`config.mk`:
```
export PLATFORM = sky130hd
export DESIGN_NAME = act_front_flat
export DESIGN_NICKNAME = d
export VERILOG_FILES = /design/src/rtl/core/act_pkg.sv /design/src/rtl/core/act_if.sv /design/src/rtl/core/act_front.sv /design/src/flat_wrapper.sv
export SDC_FILE = /design/constraint.sdc
export NUM_CORES = 2
export LEC_CHECK = 0
export BUFFER_PORTS_ARGS = -buffer_cell sky130_fd_sc_hd__buf_2
export CORE_ASPECT_RATIO = 0.6
export CORE_MARGIN = 2
export CORE_UTILIZATION = 35
export DETAILED_ROUTE_END_ITERATION = 7
export GPL_TIMING_DRIVEN = 0
export SLEW_MARGIN = 20
export SYNTH_ARGS = -nofsm -noshare
export SYNTH_HDL_FRONTEND = slang
export SYNTH_SLANG_ARGS = --single-unit
```
`constraint.sdc`:
```
create_clock -name clk_i -period 7.7 [get_ports clk_i]
set_clock_uncertainty 0.1 [all_clocks]
set_input_delay 0.385 -clock clk_i [delete_from_list [all_inputs] [get_ports clk_i]]
set_output_delay 0.385 -clock clk_i [all_outputs]
set_load 0.02 [all_outputs]
```
`src/rtl/core/act_pkg.sv`:
```
// Package: shared types, constants and the arctangent table for the tilt block
package act_pkg;

  localparam int ANGLE_FRAC_BITS = 7;
  localparam int CORDIC_STEPS    = 16;
  localparam int ACC_FRAC        = 20;
  localparam int SQ_STEPS        = 28;
  localparam int QUEUE_DEPTH     = 2;
  localparam int RND_SH          = ACC_FRAC - ANGLE_FRAC_BITS;

  localparam logic [11:0] WEIGHT_RESET = 12'd980;
  localparam logic signed [31:0] DEG90 = 32'sd90 <<< ACC_FRAC;
  localparam logic [31:0] RND_HALF = 32'd1 << (RND_SH - 1);
  localparam logic [15:0] ROLL_LIM  = 16'(180 << ANGLE_FRAC_BITS);
  localparam logic [15:0] PITCH_LIM = 16'(90 << ANGLE_FRAC_BITS);

  typedef struct packed {
    logic signed [11:0] ax;
    logic signed [11:0] ay;
    logic signed [11:0] az;
    logic signed [23:0] sx;
    logic signed [23:0] sy;
    logic signed [23:0] sz;
    logic [22:0]        ysq;
    logic [22:0]        zsq;
    logic               wz;
  } ent_t;

  function automatic logic signed [31:0] atan_q20(input int i);
    logic signed [31:0] v;
    case (i)
      0:  v = 32'sd47185920;
      1:  v = 32'sd27855475;
      2:  v = 32'sd14718068;
      3:  v = 32'sd7471121;
      4:  v = 32'sd3750058;
      5:  v = 32'sd1876857;
      6:  v = 32'sd938658;
      7:  v = 32'sd469357;
      8:  v = 32'sd234682;
      9:  v = 32'sd117342;
      10: v = 32'sd58671;
      11: v = 32'sd29335;
      12: v = 32'sd14668;
      13: v = 32'sd7334;
      14: v = 32'sd3667;
      15: v = 32'sd1833;
      16: v = 32'sd917;
      17: v = 32'sd458;
      18: v = 32'sd229;
      19: v = 32'sd115;
      20: v = 32'sd57;
      21: v = 32'sd29;
      22: v = 32'sd14;
      23: v = 32'sd7;
      default: v = 32'sd0;
    endcase
    return v;
  endfunction

endpackage

```
`src/rtl/core/act_if.sv`:
```
// Interfaces: raw frame channel and tilt result channel
interface act_in_if;
  logic       valid;
  logic       ready;
  logic [7:0] x_low_byte;
  logic [7:0] x_high_byte;
  logic [7:0] y_low_byte;
  logic [7:0] y_high_byte;
  logic [7:0] z_low_byte;
  logic [7:0] z_high_byte;
  modport source (output valid, x_low_byte, x_high_byte, y_low_byte, y_high_byte,
                  z_low_byte, z_high_byte, input ready);
  modport sink (input valid, x_low_byte, x_high_byte, y_low_byte, y_high_byte,
                z_low_byte, z_high_byte, output ready);
endinterface


```
`src/rtl/core/act_front.sv`:
```
// Front: weight register, frame unpack, axis scaling and squares
module act_front (
  input  logic             clk_i,
  input  logic             rst_ni,
  input  logic             cfg_we_i,
  input  logic [11:0]      cfg_wdata_i,
  act_in_if.sink           in_i,
  input  logic             q_ready_i,
  output logic             push_o,
  output act_pkg::ent_t    ent_o
);
  import act_pkg::*;

  logic [11:0] weight_q, weight_d;
  logic signed [11:0] cx, cy, cz;
  logic signed [12:0] w_s;
  logic signed [24:0] px, py, pz;
  logic signed [23:0] qy, qz;

  always_comb begin
    weight_d = cfg_we_i ? cfg_wdata_i : weight_q;
  end

  always_ff @(posedge clk_i or negedge rst_ni) begin
    if (!rst_ni) begin
      weight_q <= WEIGHT_RESET;
    end else begin
      weight_q <= weight_d;
    end
  end

  always_comb begin
    cx  = $signed({in_i.x_high_byte, in_i.x_low_byte[7:4]});
    cy  = $signed({in_i.y_high_byte, in_i.y_low_byte[7:4]});
    cz  = $signed({in_i.z_high_byte, in_i.z_low_byte[7:4]});
    w_s = $signed({1'b0, weight_q});
    px  = cx * w_s;
    py  = cy * w_s;
    pz  = cz * w_s;
    qy  = cy * cy;
    qz  = cz * cz;
    ent_o.ax  = cx;
    ent_o.ay  = cy;
    ent_o.az  = cz;
    ent_o.sx  = px[23:0];
    ent_o.sy  = py[23:0];
    ent_o.sz  = pz[23:0];
    ent_o.ysq = qy[22:0];
    ent_o.zsq = qz[22:0];
    ent_o.wz  = (weight_q == 12'd0);
  end

  assign in_i.ready = q_ready_i;
  assign push_o     = in_i.valid && q_ready_i;

endmodule

```
`src/flat_wrapper.sv`:
```
// flat-port wrapper written by rule: the top's interface ports become plain ports
module act_front_flat import act_pkg::*;
  (clk_i, rst_ni, cfg_we_i, cfg_wdata_i, q_ready_i, push_o, ent_o, in_i_valid, in_i_x_low_byte, in_i_x_high_byte, in_i_y_low_byte, in_i_y_high_byte, in_i_z_low_byte, in_i_z_high_byte, in_i_ready);
  act_in_if in_i_i ();
  input  logic clk_i;
  input  logic rst_ni;
  input  logic cfg_we_i;
  input  logic [11:0] cfg_wdata_i;
  input  logic q_ready_i;
  output logic push_o;
  output act_pkg::ent_t ent_o;
  input wire logic [$bits(in_i_i.valid)-1:0] in_i_valid;
  input wire logic [$bits(in_i_i.x_low_byte)-1:0] in_i_x_low_byte;
  input wire logic [$bits(in_i_i.x_high_byte)-1:0] in_i_x_high_byte;
  input wire logic [$bits(in_i_i.y_low_byte)-1:0] in_i_y_low_byte;
  input wire logic [$bits(in_i_i.y_high_byte)-1:0] in_i_y_high_byte;
  input wire logic [$bits(in_i_i.z_low_byte)-1:0] in_i_z_low_byte;
  input wire logic [$bits(in_i_i.z_high_byte)-1:0] in_i_z_high_byte;
  output wire logic [$bits(in_i_i.ready)-1:0] in_i_ready;
  assign in_i_i.valid = in_i_valid;
  assign in_i_i.x_low_byte = in_i_x_low_byte;
  assign in_i_i.x_high_byte = in_i_x_high_byte;
  assign in_i_i.y_low_byte = in_i_y_low_byte;
  assign in_i_i.y_high_byte = in_i_y_high_byte;
  assign in_i_i.z_low_byte = in_i_z_low_byte;
  assign in_i_i.z_high_byte = in_i_z_high_byte;
  assign in_i_ready = in_i_i.ready;
  act_front u_core (.clk_i(clk_i), .rst_ni(rst_ni), .cfg_we_i(cfg_we_i), .cfg_wdata_i(cfg_wdata_i), .in_i(in_i_i), .q_ready_i(q_ready_i), .push_o(push_o), .ent_o(ent_o));
endmodule
```
==> run_results.csv <==
group,metric,value,unit
outcome,status,"finished clean",
critical_path,path_class,"reg -> out",
layout,largest_register,"u_core.weight_q",
route,wl_met1,33500,um
sta,tightest_slew,1050,ps
critical_path,cp.arrival,6780,ps
route,dr.max_layer_used,"met4",
grt,overflow,0,
logic_synthesis,ys_types,60,
layout,nFillCells,7265,
floorplanning,start_util,35.6,%
clocking,cts_num_sinks,12,
clocking,clk_path_buf_depth,2,
flow_run,cap_violations,0,
sta,rsz0062_at_grt,"no",
grt,antenna_found_initial,3,
layout,layout-drive-gt1-share,9.74,%
route,wl,69200,um
sta,period_share,94.3,%
floorplanning,rows,75,
route,num_vias,18800,
layout,stdcell_count,4046,
critical_path,startpoint,"u_core.weight_q[6]$_DFFE_PN1P_",
min_path,hold_start,"cfg_wdata_i[1]",
grt,grt_pass1_vias,19700,
layout,largest_register_ff_count,12,
clocking,worstSkewPairLatency,240,ps
critical_path,end_kind,"output pin",
min_path,hold_class,"in -> reg",
route,drtPass1Iterations,5,
clocking,ctsHtreeMaxLevel,1,
sta,setup_slack,437,ps
critical_path,start_kind,"flop",
layout,seq_area,308,um2
layout,final_net_count,4054,
placed_design,portBuffers,207,
logic_synthesis,synth_area,0.0250,mm2
clocking,cts-root-buf,"clkbuf_16",
logic_synthesis,syn_avg_cell_area,8.59,um2
placed_design,place_hpwl,58900,um
sta,finalHoldViolCount,0,
logic_synthesis,synthCells,2911,
critical_path,timing.rr.start,"u_core.weight_q[0]$_DFFE_PN0P_",
logic_synthesis,yosysWarnings,0,
route,ant_nets,0,
logic_synthesis,synth_enable_flop_cells,0,
grt,grt_pass1_wl,112000,um
route,drtIter0Drc,1384,
layout,syn_to_final_growth,9.20,%
logic_synthesis,synth_seq_area_share,1.23,%
placed_design,pre_cts_ws,302,ps
clocking,cts_setup_buffers,0,
grt,grt_use_total,19.6,%
placed_design,dp_cells,4043,
floorplanning,core,0.0703,mm2
critical_path,crit_required,7210,ps
route,wl_met2,28200,um
sta,maxSlewHeadroom,30.0,%
floorplanning,dieArea,0.0737,mm2
route,drc,0,
layout,utilization,38.9,%
critical_path,r2r_slack,6120,ps
sta,finalCriticalPeriod,7260,ps
clocking,tritoncts,"done",
floorplanning,die_y,211,um
layout,layout_commonest_cell,"inv_1",
layout,diodes,0,
sta,setup_tns,0,ps
layout,multiInputGateArea,0.0210,mm2
sta,drv_slew,0,
critical_path,crit_path_max_fanout,10,
layout,layout_common_cells,"inv_1 (799), fa_1 (540), nand2_1 (349), ha_1 (326), buf_2 (207)",
floorplanning,ios,222,
logic_synthesis,synth_flop_cell,"dfstp_2",
sta,max_freq,138,MHz
route,routedWlPerCell,17.1,um
logic_synthesis,synth-async-reset-ratio,100,%
floorplanning,die_w,349,um
grt,grt_max_degree,13,
route,vias_per_cell,4.65,
route,wl_met3,7230,um
logic_synthesis,synth-seq-cells,12,
layout,reg_top3,"u_core.weight_q x12",
clocking,numCtsBuffers,3,
sta,setup_viol,0,
clocking,clk_pin_slew,40,ps
placed_design,gp_congestion,0.897,
-- stage by stage --
step	area, um2	hold WS, ps
after floorplan	25000	-10.6
after global placement	27200	176
after detailed placement	27200	174
after CTS	27300	278
after global routing	27300	282
final	27300	277
-- final cells by class --
cell class / instances / share of cell area, %
clock buffers: 4 / 0.325
inverters: 802 / 11.0
flip-flops and latches: 12 / 1.13
well taps: 924 / 4.23
repair buffers: 208 / 3.83
plain buffers: 153 / 2.72
multi-input cells: 1943 / 76.7
-- worst max-delay path: stages, from the launching register on --
cell       delay, ps
dfstp_2          520
clkbuf_1         600
clkbuf_2         510
nand2_1          140
fa_1             570
fa_1             450
fa_1             570
inv_1             60
fa_1             470
inv_1             50
fa_1             480
inv_1             50
ha_1             340
o211ai_1         130
a21oi_2          200
o2111ai_2        190
a31oi_1          350
nand2_1          120
a31o_2           260
xnor2_1          260
buf_2            230
-- repair_timing --
| item | in CTS | in global routing |
|---|---|---|
| gates resized for setup | 0 | 28 |
| endpoints found under the hold margin | 6 | 0 |
| hold buffers | 1 | 0 |
| setup endpoints to repair | 1 | 11 |
-- cell usage after synthesis (2+ instances only) --
cell,number,area share [%]
a221o_1,2,0.080
mux2_2,12,0.54
a31o_2,3,0.11
a211oi_2,3,0.15
a21o_1,29,0.87
o21a_1,9,0.27
and3_1,7,0.18
xnor2_1,82,2.9
a211o_1,3,0.11
or2_2,4,0.10
nand2_1,349,5.2
fa_1,540,43
ha_1,326,16
nor2_1,89,1.3
a211oi_1,7,0.21
nor4_1,5,0.13
nand4_1,10,0.25
o2111ai_1,2,0.070
or3_1,2,0.050
nor2b_1,11,0.28
inv_1,799,12
a221oi_1,2,0.070
nor3_1,9,0.18
dfstp_2,6,0.63
o21bai_1,6,0.18
o21ai_1,11,0.22
o22ai_1,2,0.050
and4_1,3,0.11
mux2i_1,4,0.16
xor2_1,28,0.98
o2111ai_2,2,0.12
a31oi_1,6,0.15
o211ai_1,10,0.30
and2_1,206,5.2
clkbuf_1,109,1.6
o21ai_0,19,0.38
buf_1,5,0.075
a21oi_2,4,0.14
o31ai_1,2,0.060
nand2b_1,35,0.88
buf_4,41,1.2
a21oi_1,73,1.5
clkinv_1,3,0.045
nand3_1,10,0.20
dfrtp_1,6,0.60
-- cells by family after synthesis --
family	synth area share [%]
AO/OA/AOI/OAI	5.49
XOR/XNOR	3.85
adder cells (fa/ha/maj)	59.5
buffers and inverters	15.0
flip-flops	1.23
multiplexers	0.700
other	0.0150
AND/OR/NAND/NOR	14.2
-- worst paths after layout --
check | endpoint | depth (start not counted)
setup reg to reg | u_core.weight_q[0]$_DFFE_PN0P_ | 2
hold reg to reg | u_core.weight_q[8]$_DFFE_PN1P_ | 1
min in group asynchronous | u_core.weight_q[0]$_DFFE_PN0P_ | 2
max in group asynchronous | u_core.weight_q[7]$_DFFE_PN1P_ | 2
setup / recovery | ent_o[94] | 20
hold / removal | u_core.weight_q[1]$_DFFE_PN0P_ | 2
-- per-layer routing --
metal	vias to the layer above	global-route usage, %
met3	29	4.63
met1	9171	30.2
met5	-	0
met2	680	28.8
li1	8920	-
met4	0	1.03
Power is left out: the tool's default activity adds up to more than one toggle a clock period on the data nets, which glitch-free logic cannot reach.
