<file path="src/rtl/core/act_pkg.sv">
// Package: shared types, constants and the arctangent table for the tilt block
package act_pkg;

  localparam int ANGLE_FRAC_BITS = 7;
  localparam int CORDIC_STEPS    = 16;
  localparam int ACC_FRAC        = 20;
  localparam int SQ_STEPS        = 28;
  localparam int QUEUE_DEPTH     = 2;
  localparam int RND_SH          = ACC_FRAC - ANGLE_FRAC_BITS;

  localparam logic [11:0] WEIGHT_RESET = 12'd980;
  localparam logic signed [31:0] DEG90 = 32'sd90 <<< ACC_FRAC;
  localparam logic [31:0] RND_HALF = 32'd1 << (RND_SH - 1);
  localparam logic [15:0] ROLL_LIM  = 16'(180 << ANGLE_FRAC_BITS);
  localparam logic [15:0] PITCH_LIM = 16'(90 << ANGLE_FRAC_BITS);

  typedef struct packed {
    logic signed [11:0] ax;
    logic signed [11:0] ay;
    logic signed [11:0] az;
    logic signed [23:0] sx;
    logic signed [23:0] sy;
    logic signed [23:0] sz;
    logic [22:0]        ysq;
    logic [22:0]        zsq;
    logic               wz;
  } ent_t;

  function automatic logic signed [31:0] atan_q20(input int i);
    logic signed [31:0] v;
    case (i)
      0:  v = 32'sd47185920;
      1:  v = 32'sd27855475;
      2:  v = 32'sd14718068;
      3:  v = 32'sd7471121;
      4:  v = 32'sd3750058;
      5:  v = 32'sd1876857;
      6:  v = 32'sd938658;
      7:  v = 32'sd469357;
      8:  v = 32'sd234682;
      9:  v = 32'sd117342;
      10: v = 32'sd58671;
      11: v = 32'sd29335;
      12: v = 32'sd14668;
      13: v = 32'sd7334;
      14: v = 32'sd3667;
      15: v = 32'sd1833;
      16: v = 32'sd917;
      17: v = 32'sd458;
      18: v = 32'sd229;
      19: v = 32'sd115;
      20: v = 32'sd57;
      21: v = 32'sd29;
      22: v = 32'sd14;
      23: v = 32'sd7;
      default: v = 32'sd0;
    endcase
    return v;
  endfunction

endpackage

</file>
<file path="src/rtl/core/act_queue.sv">
// Queue: two-entry word buffer between front and back
module act_queue (
  input  logic          clk_i,
  input  logic          rst_ni,
  input  logic          push_i,
  input  act_pkg::ent_t ent_i,
  output logic          ready_o,
  output logic          valid_o,
  input  logic          pop_i,
  output act_pkg::ent_t ent_o
);
  import act_pkg::*;

  ent_t       mem_q [QUEUE_DEPTH];
  logic       wp_q, wp_d, rp_q, rp_d;
  logic [1:0] cnt_q, cnt_d;
  logic       do_pop;

  assign ready_o = (cnt_q != 2'(QUEUE_DEPTH));
  assign valid_o = (cnt_q != 2'd0);
  assign do_pop  = pop_i && valid_o;
  assign ent_o   = mem_q[rp_q];

  always_comb begin
    wp_d  = push_i ? ~wp_q : wp_q;
    rp_d  = do_pop ? ~rp_q : rp_q;
    cnt_d = cnt_q + 2'(push_i) - 2'(do_pop);
  end

  always_ff @(posedge clk_i or negedge rst_ni) begin
    if (!rst_ni) begin
      wp_q  <= 1'b0;
      rp_q  <= 1'b0;
      cnt_q <= 2'd0;
    end else begin
      wp_q  <= wp_d;
      rp_q  <= rp_d;
      cnt_q <= cnt_d;
    end
  end

  always_ff @(posedge clk_i) begin
    if (push_i) begin
      mem_q[wp_q] <= ent_i;
    end
  end

endmodule

</file>
<file path="config.mk">
export PLATFORM = sky130hd
export DESIGN_NAME = act_queue
export DESIGN_NICKNAME = d
export VERILOG_FILES = /design/src/rtl/core/act_pkg.sv /design/src/rtl/core/act_queue.sv
export SDC_FILE = /design/constraint.sdc
export NUM_CORES = 1
export LEC_CHECK = 0
export ABC_AREA = 1
export BUFFER_PORTS_ARGS = -buffer_cell sky130_fd_sc_hd__buf_2
export CORE_AREA = 2 2 206 107
export DETAILED_ROUTE_END_ITERATION = 10
export DIE_AREA = 0 0 208 109
export PLACE_DENSITY_LB_ADDON = 0.3
export SLEW_MARGIN = 20
export SYNTH_ARGS = -nofsm -noshare
export SYNTH_HDL_FRONTEND = slang
export SYNTH_SLANG_ARGS = --single-unit
</file>
<file path="constraint.sdc">
create_clock -name clk_i -period 19.8 [get_ports clk_i]
set_input_delay 3.96 -clock clk_i [delete_from_list [all_inputs] [get_ports clk_i]]
set_output_delay 3.96 -clock clk_i [all_outputs]
set_load 0.05 [all_outputs]
</file>
==> out/metrics.csv, run 1 <==
metric;value;unit
worstSkewPairLatency;0.53;ns
drcViolationCount;0;
area_growth;23.9;%
cap_violations;0;
p_clk_share;21.2;%
slew_viol_final;0;
highest-signal-layer;met5;
cts_buffer_depth;3;
swShare;46.1;%
ys_ff_latch;314;
antenna_found_initial;2;
grt_pass1_wl;37000;um
grt_overflow_total;0;
ys_types;12;
cts.clk_slew.worst_paths;0.07;ns
grt_max_degree;102;
routed_wl;24800;um
wl_per_cell;17.1;um
p_leak;6.16;nW
num_vias;7250;
clock_tree.root_cell;clkbuf_16;
fp-row-count;38;
internal-power;1.40;mW
wl_met1;10500;um
clock_skew;0.0129;ns
drt_iter0_drc;586;
status;completed;
cts_hold_buf;0;
tns;0;ns
met2WireLength;11600;um
grt_util_all_layers;21.3;%
cts.repair.resized;0;
syn-num-nets;1000;
period_needed;7.32;ns
p_sw;1.20;mW
htreeDepth;1;
cts_buffers;27;
io-pin-count;316;
synth_warnings;0;
fmax;137;MHz
crit_path_end_kind;output port;
start_util;54.5;%
ant_nets;0;
min_path_type;flip-flop to flip-flop;
pwr_density_cell;183;nW/um^2
mappedNetlistArea;11400;um^2
grt_pass1_vias;6711;
ys_seq_area_share;82.2;%
start_kind;flip-flop;
io_buffers;315;
pwr-share-comb;43.0;%
cp_max_fo;83;
dieHeight;109;um
worstPathArrival;3.36;ns
cts_sinks;314;
die-area;22700;um^2
via_per_inst;4.99;
drive_gt1_share;31.2;%
die_x;208;um
rsz0062_at_grt;false;
avgSynthCellArea;13.6;um^2
setup_viol;0;
finalWeightedCongestion;0.791;
synthCells;839;
fin_nets;1316;
antenna_cells;0;
power.share.sequential;35.8;%
core_area;21000;um^2
routed-wl-met3;2390;um
crit_type;flip-flop to output port;
firstDrtPassIters;5;
slew_headroom;26.0;%
ir_worst_vdd;0.141;mV
dp_hpwl;15900;um
cts_tree;yes;
fin_util;67.5;%
finalHoldViolCount;0;
tightestPinTransition;1.11;ns
total_power;2.60;mW
required;15.84;ns
period_share;37.0;%
cts_setup_buffers;0;
==> cells in the mapped netlist <==
cell type,instances,area (um^2)
ha_1,2,25.0
buf_2,32,160
inv_1,8,30.0
nand2_1,476,1790
nor2_1,1,3.75
inv_2,1,3.75
dfrtp_1,4,100
clkbuf_1,1,3.75
nand3_1,2,10.0
buf_4,1,7.51
edfxtp_1,310,9310
xor2_1,1,8.76
==> worst max-delay path, cell delays in order (launching register included) <==
cell and delay [ns]:
dfrtp_4 0.71, inv_4 0.65, buf_4 0.79, nand2_1 0.12, nand2_1 0.16, buf_2 0.28
==> flip-flops by register name, summed over array words and instances (netlist names) <==
signal,cells
cnt_q,2
rp_q,1
wp_q,1
mem_q,310
==> stage by stage <==
stage	worst slack, ns	cell area [um^2]	hold slack, ns	instances
after floorplan	8.64	11400	0.463	839
after global placement	13.02	13300	0.533	1406
after detailed placement	13.02	13300	0.540	1406
after CTS	12.43	14200	0.551	1454
after global routing	12.26	14200	0.586	1454
final	12.48	14200	0.547	1454
==> cell type report <==
class	count	area (um^2)
Sequential cell	314	9410
Clock buffer	30	687
Inverter	9	41.3
Tap cell	280	350
Fill cell	1499	6830
Multi-Input combinational cell	482	1840
Clock inverter	18	231
Timing Repair Buffer	321	1620
==> per-layer routing <==
| metal | up-vias | global-route usage, % |
|---|---|---|
| met5 | - | 0 |
| met4 | 2 | 3.29 |
| met3 | 30 | 6.48 |
| met2 | 301 | 33.4 |
| met1 | 3458 | 30.6 |
| li1 | 3459 | - |
==> power groups by stage <==
stage | sequential, mW | combinational, mW | clock, mW
4_1_cts | 0.930 | 1.13 | 0.560
3_3_place_gp | 0.941 | 1.11 | 0
6_report | 0.929 | 1.12 | 0.551
2_1_floorplan | 0.945 | 0.866 | 0
3_5_place_dp | 0.943 | 1.12 | 0
5_1_grt | 0.942 | 1.19 | 0.585
==> kinds of logic after synthesis <==
group	Yosys count	share of synthesized area, %
xor+xnor	1	0.0765
flops	314	82.2
buf+inv	43	1.79
fa+ha+maj	2	0.219
simple gates	479	15.7
==> path summary, 6_finish.rpt <==
kind	from	endpoint	slack (ns)	cells past startpoint
min reg2reg	wp_q$_DFFE_PN0P_	wp_q$_DFFE_PN0P_	0.55	1
max	rp_q$_DFFE_PN0P_	ent_o[93]	12.48	5
max in group asynchronous	rst_ni	rp_q$_DFFE_PN0P_	16.44	1
min in group asynchronous	rst_ni	cnt_q[0]$_DFF_PN0_	3.21	1
max reg2reg	wp_q$_DFFE_PN0P_	mem_q[1][21]$_DFFE_PP_	17.31	3
min	wp_q$_DFFE_PN0P_	wp_q$_DFFE_PN0P_	0.55	1
==> cell usage in the layout (no fill, tap or decap), types with 3 or more instances in the layout <==
cell type,instances
clkinv_2,3
inv_1,7
dfrtp_1,3
edfxtp_1,310
buf_2,315
clkbuf_16,27
bufinv_16,5
clkinv_1,4
buf_4,6
nand2_1,476
inv_6,4
clkbuf_1,3
No activity file was read; power rests on OpenSTA's default activity.
==> run 2: changes to the inputs <==
--- a/config.mk
+++ b/config.mk
@@ -7,9 +7,9 @@
 export LEC_CHECK = 0
 export ABC_AREA = 1
 export BUFFER_PORTS_ARGS = -buffer_cell sky130_fd_sc_hd__buf_2
-export CORE_AREA = 2 2 206 107
+export CORE_AREA = 2 2 224 116
 export DETAILED_ROUTE_END_ITERATION = 10
-export DIE_AREA = 0 0 208 109
+export DIE_AREA = 0 0 226 118
 export PLACE_DENSITY_LB_ADDON = 0.3
 export SLEW_MARGIN = 20
 export SYNTH_ARGS = -nofsm -noshare
==> constraint.sdc (replaced) <==
create_clock -name clk_i -period 6.3 [get_ports clk_i]
set_input_delay 1.26 -clock clk_i [delete_from_list [all_inputs] [get_ports clk_i]]
set_output_delay 1.26 -clock clk_i [all_outputs]
set_load 0.05 [all_outputs]
==> run 2 against run 1 <==
Effect of this change:
- register-to-register slack got worse by 13 ns
- worst setup slack got worse by 10 ns
- worst hold slack got worse by 0.021 ns
- final cell count rose by 4.6%
- critical endpoint is now ent_o[22]
- global-route usage fell by 3.1 points
- sequential power rose to 3.1 times the previous value
- utilization fell by 10 points
- clock skew fell by 0.00051 ns
- clock-buffer cell count rose by 6
- largest cell class unchanged
- non-clock buffer count rose by 2
- wire length fell by 0.29%
==> out/metrics.csv, run 2 (synthesized netlist as in run 1, its figures left out) <==
metric;value;unit;change
cts.clk_slew.worst_paths;0.07;ns;about the same
rrSetupSlack;4.12;ns;-13.19 ns
fillerInstances;1972;;+32%
slew_viol_final;0;;unchanged
start_util;46.4;%;-8.1 points
cp-startpoint;rp_q$_DFFE_PN0P_;;
ant_nets;0;;unchanged
drt_iter0_drc;575;;-1.9%
start_kind;flip-flop;;
cts_setup_buffers;0;;unchanged
crit_chain;inv_4 -> buf_12 -> nand2_1 -> nand2_1 -> buf_2;;
placed_cell_area;13400;um^2;+0.81%
endpoint;ent_o[22];;
crit_type;flip-flop to output port;;
core_area;24700;um^2;+17%
rsz0062_at_grt;false;;
die-area;26700;um^2;+18%
wl_per_cell;16.3;um;-4.7%
tightestPinTransition;0.756;ns;-0.354 ns
cap_violations;0;;unchanged
required;5.04;ns;-10.80 ns
crit_path_end_kind;output port;;
drive_gt1_share;30.4;%;-0.77 points
grt_max_degree;88;;-14%
worstSkewPairLatency;0.53;ns;about the same
period_share;65.3;%;
r2r-start;rp_q$_DFFE_PN0P_;;
dp_hpwl;16400;um;+3.4%
drcViolationCount;0;;unchanged
ir_worst_vdd;0.332;mV;+140%
dieHeight;118;um;+8.3%
status;completed;;
clock_skew;0.0124;ns;-0.000507 ns
min_path_type;input pin to asynchronous set/reset pin;;
setup_viol;0;;unchanged
fp-row-count;41;;+7.9%
fin_nets;1318;;+0.15%
grt_pass1_wl;37200;um;+0.39%
top_regs;mem_q: 310 flops, cnt_q: 2 flops;;
cts_hold_buf;0;;unchanged
layout_common_cells;nand2_1, buf_2, edfxtp_1, clkbuf_16, clkbuf_1;;
slowest_delay;0.68;ns;-0.11 ns
cts_buffers;27;;unchanged
final_cell_area;14100;um^2;-0.35%
p_leak;6.09;nW;-1.1%
stdcell_count;1521;;+4.6%
worstPathArrival;2.86;ns;-0.50 ns
firstDrtPassIters;5;;unchanged
cp_max_fo;87;;+4.8%
cpMostUsedCell;nand2_1;;
cts.repair.resized;0;;unchanged
finalWeightedCongestion;0.819;;+3.5%
cts_buffer_depth;3;;unchanged
tns;0;ns;unchanged
cts_tree;yes;;
routed_wl;24800;um;-0.29%
crit_path_top_delay_cell;dfrtp_4;;
grt_overflow_total;0;;unchanged
grt_pass1_vias;6635;;-1.1%
io_buffers;315;;unchanged
antenna_found_initial;5;;+3
period_needed;4.12;ns;
largest_register_ffs;310;;unchanged
num_vias;7029;;-3.0%
dp.cells;1472;;+4.7%
htreeDepth;1;;unchanged
top_register;mem_q;;
r2r_cells;4;;+1
area_growth;23.5;%;
final_common_cell;nand2_1;;
io-pin-count;316;;unchanged
finalHoldViolCount;0;;unchanged
fmax;243;MHz;
pwr_density_cell;558;nW/um^2;+210%
r2r_end;rp_q$_DFFE_PN0P_;;
grt_util_all_layers;18.2;%;-3.1 points
die_x;226;um;+8.7%
via_per_inst;4.62;;-7.3%
cts_sinks;314;;unchanged
clock_tree.root_cell;clkbuf_16;;
slew_headroom;49.6;%;+24 points
[run 2: cell type report]
| type | instances | area, um^2 | area share, % |
|---|---|---|---|
| diodes | 3 | 7.51 | 0.0531 |
| clock inverters | 10 | 43.8 | 0.310 |
| flip-flops and latches | 314 | 9410 | 66.6 |
| multi-input cells | 482 | 1840 | 13.0 |
| repair buffers | 323 | 1650 | 11.7 |
| inverters | 9 | 41.3 | 0.292 |
| well taps | 344 | 430 | 3.04 |
| clock buffers | 36 | 709 | 5.02 |
[run 2: worst min path at each step]
stage | to | cells past startpoint | start | slack [ns]
2_1_floorplan | wp_q$_DFFE_PN0P_ | 1 | wp_q$_DFFE_PN0P_ | 0.48
3_3_place_gp | wp_q$_DFFE_PN0P_ | 1 | wp_q$_DFFE_PN0P_ | 0.53
3_5_place_dp | wp_q$_DFFE_PN0P_ | 1 | wp_q$_DFFE_PN0P_ | 0.54
4_1_cts | rp_q$_DFFE_PN0P_ | 1 | rst_ni | 0.50
5_1_grt | rp_q$_DFFE_PN0P_ | 1 | rst_ni | 0.51
6_report | rp_q$_DFFE_PN0P_ | 1 | rst_ni | 0.53
[run 2: power by group]
group	switching (mW)	internal, mW	leakage, nW
registers	0.130	2.77	2.96
logic	2.88	0.636	2.78
clock network	0.689	0.784	0.362
[run 2: stage by stage]
step,power (mW),util (%),setup WS (ns),hold slack [ns]
after detailed placement,6.50,54.2,2.74,0.542
after global placement,6.48,54.2,2.74,0.534
final,7.89,57.3,2.18,0.526
after CTS,7.98,57.3,2.16,0.503
after floorplan,5.67,-,0.549,0.481
after global routing,8.28,57.3,2.01,0.507
[run 2: critical path, delay by kind of cell (launching register included)]
family        cells  cell delay, ns
buf+inv           3            1.29
simple gates      2            0.19
flops             1            0.68
[run 2: metal layers]
metal	track usage, %	share of wire, %
met2	27.8	45
met1	25.9	43
met5	0	0.028
met4	3.31	1.4
met3	5.74	10
==> run 3: changes to the inputs <==
--- a/config.mk
+++ b/config.mk
@@ -5,11 +5,11 @@
 export SDC_FILE = /design/constraint.sdc
 export NUM_CORES = 1
 export LEC_CHECK = 0
-export ABC_AREA = 1
+export ABC_AREA = 0
 export BUFFER_PORTS_ARGS = -buffer_cell sky130_fd_sc_hd__buf_2
-export CORE_AREA = 2 2 224 116
+export CORE_AREA = 2 2 213 110
 export DETAILED_ROUTE_END_ITERATION = 10
-export DIE_AREA = 0 0 226 118
+export DIE_AREA = 0 0 215 112
 export PLACE_DENSITY_LB_ADDON = 0.3
 export SLEW_MARGIN = 20
 export SYNTH_ARGS = -nofsm -noshare
==> constraint.sdc (replaced) <==
create_clock -name clk_i -period 3.9 [get_ports clk_i]
set_input_delay 0.78 -clock clk_i [delete_from_list [all_inputs] [get_ports clk_i]]
set_output_delay 0.78 -clock clk_i [all_outputs]
set_load 0.05 [all_outputs]
==> run 3 against run 2 <==
Effect of this change:
- global-route usage increased by 0.56 points
- die area decreased by 9.7%
- synthesized cell count decreased by 41%
- utilization increased by 6.0 points
- worst setup slack got worse by 1.2 ns
- wire length decreased by 6.6%
==> out/metrics.csv, run 3 <==
metric;value;unit;change
ant_nets;0;;unchanged
mappedNetlistArea;11400;um^2;about the same
top_register;mem_q;;
io-pin-count;316;;unchanged
synth_most_common_cell;edfxtp_1;;
io_buffers;315;;unchanged
slew_viol_final;0;;unchanged
async_flop_share;1.27;%;unchanged
ys_ff_latch;314;;unchanged
grt_max_degree;90;;+2.3%
cts_setup_buffers;0;;unchanged
slew_headroom;32.7;%;-17 points
finalWeightedCongestion;0.824;;+0.59%
grt_util_all_layers;18.7;%;+0.56 points
dp.cells;1112;;-24%
ir_worst_vdd;0.606;mV;+82%
stdcell_count;1161;;-24%
dieHeight;112;um;-5.1%
clock_tree.root_cell;clkbuf_16;;
wl_per_cell;19.9;um;+22%
synth_area_leaders;edfxtp_1, mux2_2, buf_6;;
drcViolationCount;0;;unchanged
core_area;22300;um^2;-9.4%
fin_nets;995;;-25%
ys_top_cells_by_count;edfxtp_1, mux2_2, buf_6;;
cp_max_fo;89;;+2.3%
layout_common_cells;buf_2, edfxtp_1, mux2_2, clkbuf_16;;
pwr_density_cell;863;nW/um^2;+55%
r2r_cells;2;;-2
synth_warnings;0;;unchanged
crit_path_end_kind;output port;;
avgSynthCellArea;22.9;um^2;+68%
firstDrtPassIters;4;;-1
synth_edf_count;310;;unchanged
drt_iter0_drc;485;;-16%
ys_seq_area_share;82.3;%;about the same
via_per_inst;5.09;;+10%
status;completed;;
period_share;73.5;%;
area_growth;23.6;%;
yosys.area.top_type;edfxtp_1;;
largest_register_ffs;310;;unchanged
antenna_found_initial;3;;-2
start_kind;flip-flop;;
die_x;215;um;-4.9%
period_needed;2.87;ns;
routed_wl;23100;um;-6.6%
synthCells;499;;-41%
grt_overflow_total;0;;unchanged
num_vias;5906;;-16%
start_util;51.2;%;+4.8 points
cts_buffer_depth;3;;unchanged
clock_skew;0.0147;ns;+0.00224 ns
crit_type;flip-flop to output port;;
p_leak;5.31;nW;-13%
cts_buffers;27;;unchanged
final_common_cell;buf_2;;
setup_viol;0;;unchanged
worst_slack;1.03;ns;-1.15 ns
place_ws;1.58;ns;-1.17 ns
drive_gt1_share;61.2;%;+31 points
cts_sinks;314;;unchanged
required;3.12;ns;-1.92 ns
rsz0062_at_grt;false;;
htreeDepth;1;;unchanged
yosys.area.top_type_share;81.4;%;about the same
grt_pass1_vias;6085;;-8.3%
ys_types;14;;+2
cap_violations;0;;unchanged
cts.clk_slew.worst_paths;0.07;ns;about the same
finalHoldViolCount;0;;unchanged
cts_tree;yes;;
grt_pass1_wl;34500;um;-7.1%
fp-row-count;39;;-4.9%
die-area;24100;um^2;-9.7%
cts.repair.resized;0;;unchanged
tns;0;ns;unchanged
ys.flop_type;edfxtp_1;;
tightestPinTransition;1.01;ns;+0.253 ns
fillerInstances;1604;;-19%
cts_hold_buf;0;;unchanged
fmax;349;MHz;
top_regs;mem_q: 310 flops, cnt_q: 2 flops;;
worstSkewPairLatency;0.53;ns;about the same
min_path_type;input pin to asynchronous set/reset pin;;
dp_hpwl;15600;um;-4.8%
syn-num-nets;660;;-34%
worstPathArrival;2.09;ns;-0.77 ns
run 3: cell count changes after synthesis, sizes merged, moves of 2 or more:
cell,before,now
nand2,476,1
xnor2,0,2
mux2,0,155
buf,33,17
inv,9,2
nand3,2,0
run 3: layer usage:
metal  GRT usage (%)  routed length, um  vias up
met4            3.31                362        2
met2            29.9              10800      226
li1                -                  -     2659
met1            26.2              10200     2985
met3            5.57               1760       34
met5               0                 10        -
run 3: logic make-up (layout without fill, tap and decap cells):
kind of cell | count (synthesis) | after routing | synth area share (%)
other | 0 | 1 | 0
adders and majority gates | 2 | 2 | 0.219
xor gates and xnor gates | 4 | 4 | 0.306
buffers and inverters | 19 | 373 | 1.68
muxes | 155 | 155 | 15.3
and+or+nand+nor | 4 | 4 | 0.197
AOI/OAI and AO/OA | 1 | 1 | 0.0657
DFF | 314 | 314 | 82.3
run 3: critical path, cell delays in order (launching register included):
cell     delay, ns
dfrtp_4       0.47
buf_12        0.39
mux2_2        0.41
buf_2         0.22
run 3: path summary, 6_finish.rpt:
path | from | endpoint | slack [ns]
worst min register to register | wp_q$_DFFE_PN0P_ | wp_q$_DFFE_PN0P_ | 0.55
worst max-delay path | rp_q$_DFFE_PN0P_ | ent_o[61] | 1.03
min in group clk_i | ent_i[39] | mem_q[0][39]$_DFFE_PP_ | 0.43
worst min-delay path | rst_ni | cnt_q[1]$_DFF_PN0_ | 0.05
worst max register to register | wp_q$_DFFE_PN0P_ | mem_q[1][58]$_DFFE_PP_ | 2.11
max in group asynchronous | rst_ni | rp_q$_DFFE_PN0P_ | 3.70
run 3: power by group:
group	leakage (nW)	internal [mW]	switching [mW]
Sequential	2.96	4.49	0.159
Clock	0.404	1.38	1.14
Combinational	1.95	1.33	3.71
Total	5.31	7.20	5.01
run 3: through the flow:
step / utilization [%] / power [mW] / hold slack, ns / cell area [um^2]
finish: 63.3 / 12.2 / 0.0531 / 14100
global route: 63.3 / 12.7 / 0.0220 / 14100
CTS: 63.3 / 12.3 / 0.0273 / 14100
detailed placement: 59.6 / 9.78 / 0.552 / 13300
global placement: 59.6 / 9.68 / 0.528 / 13300
floorplan: - / 8.79 / 0.484 / 11400
run 3: final cells by class:
cell class	instances	area, um^2	area share (%)
tap	307	384	2.72
antenna	1	2.50	0.0177
timing repair buffer	323	1660	11.8
inverter	2	7.51	0.0531
multi-input combinational	166	1850	13.1
clock inverter	14	104	0.734
clock buffer	34	722	5.11
sequential	314	9410	66.6
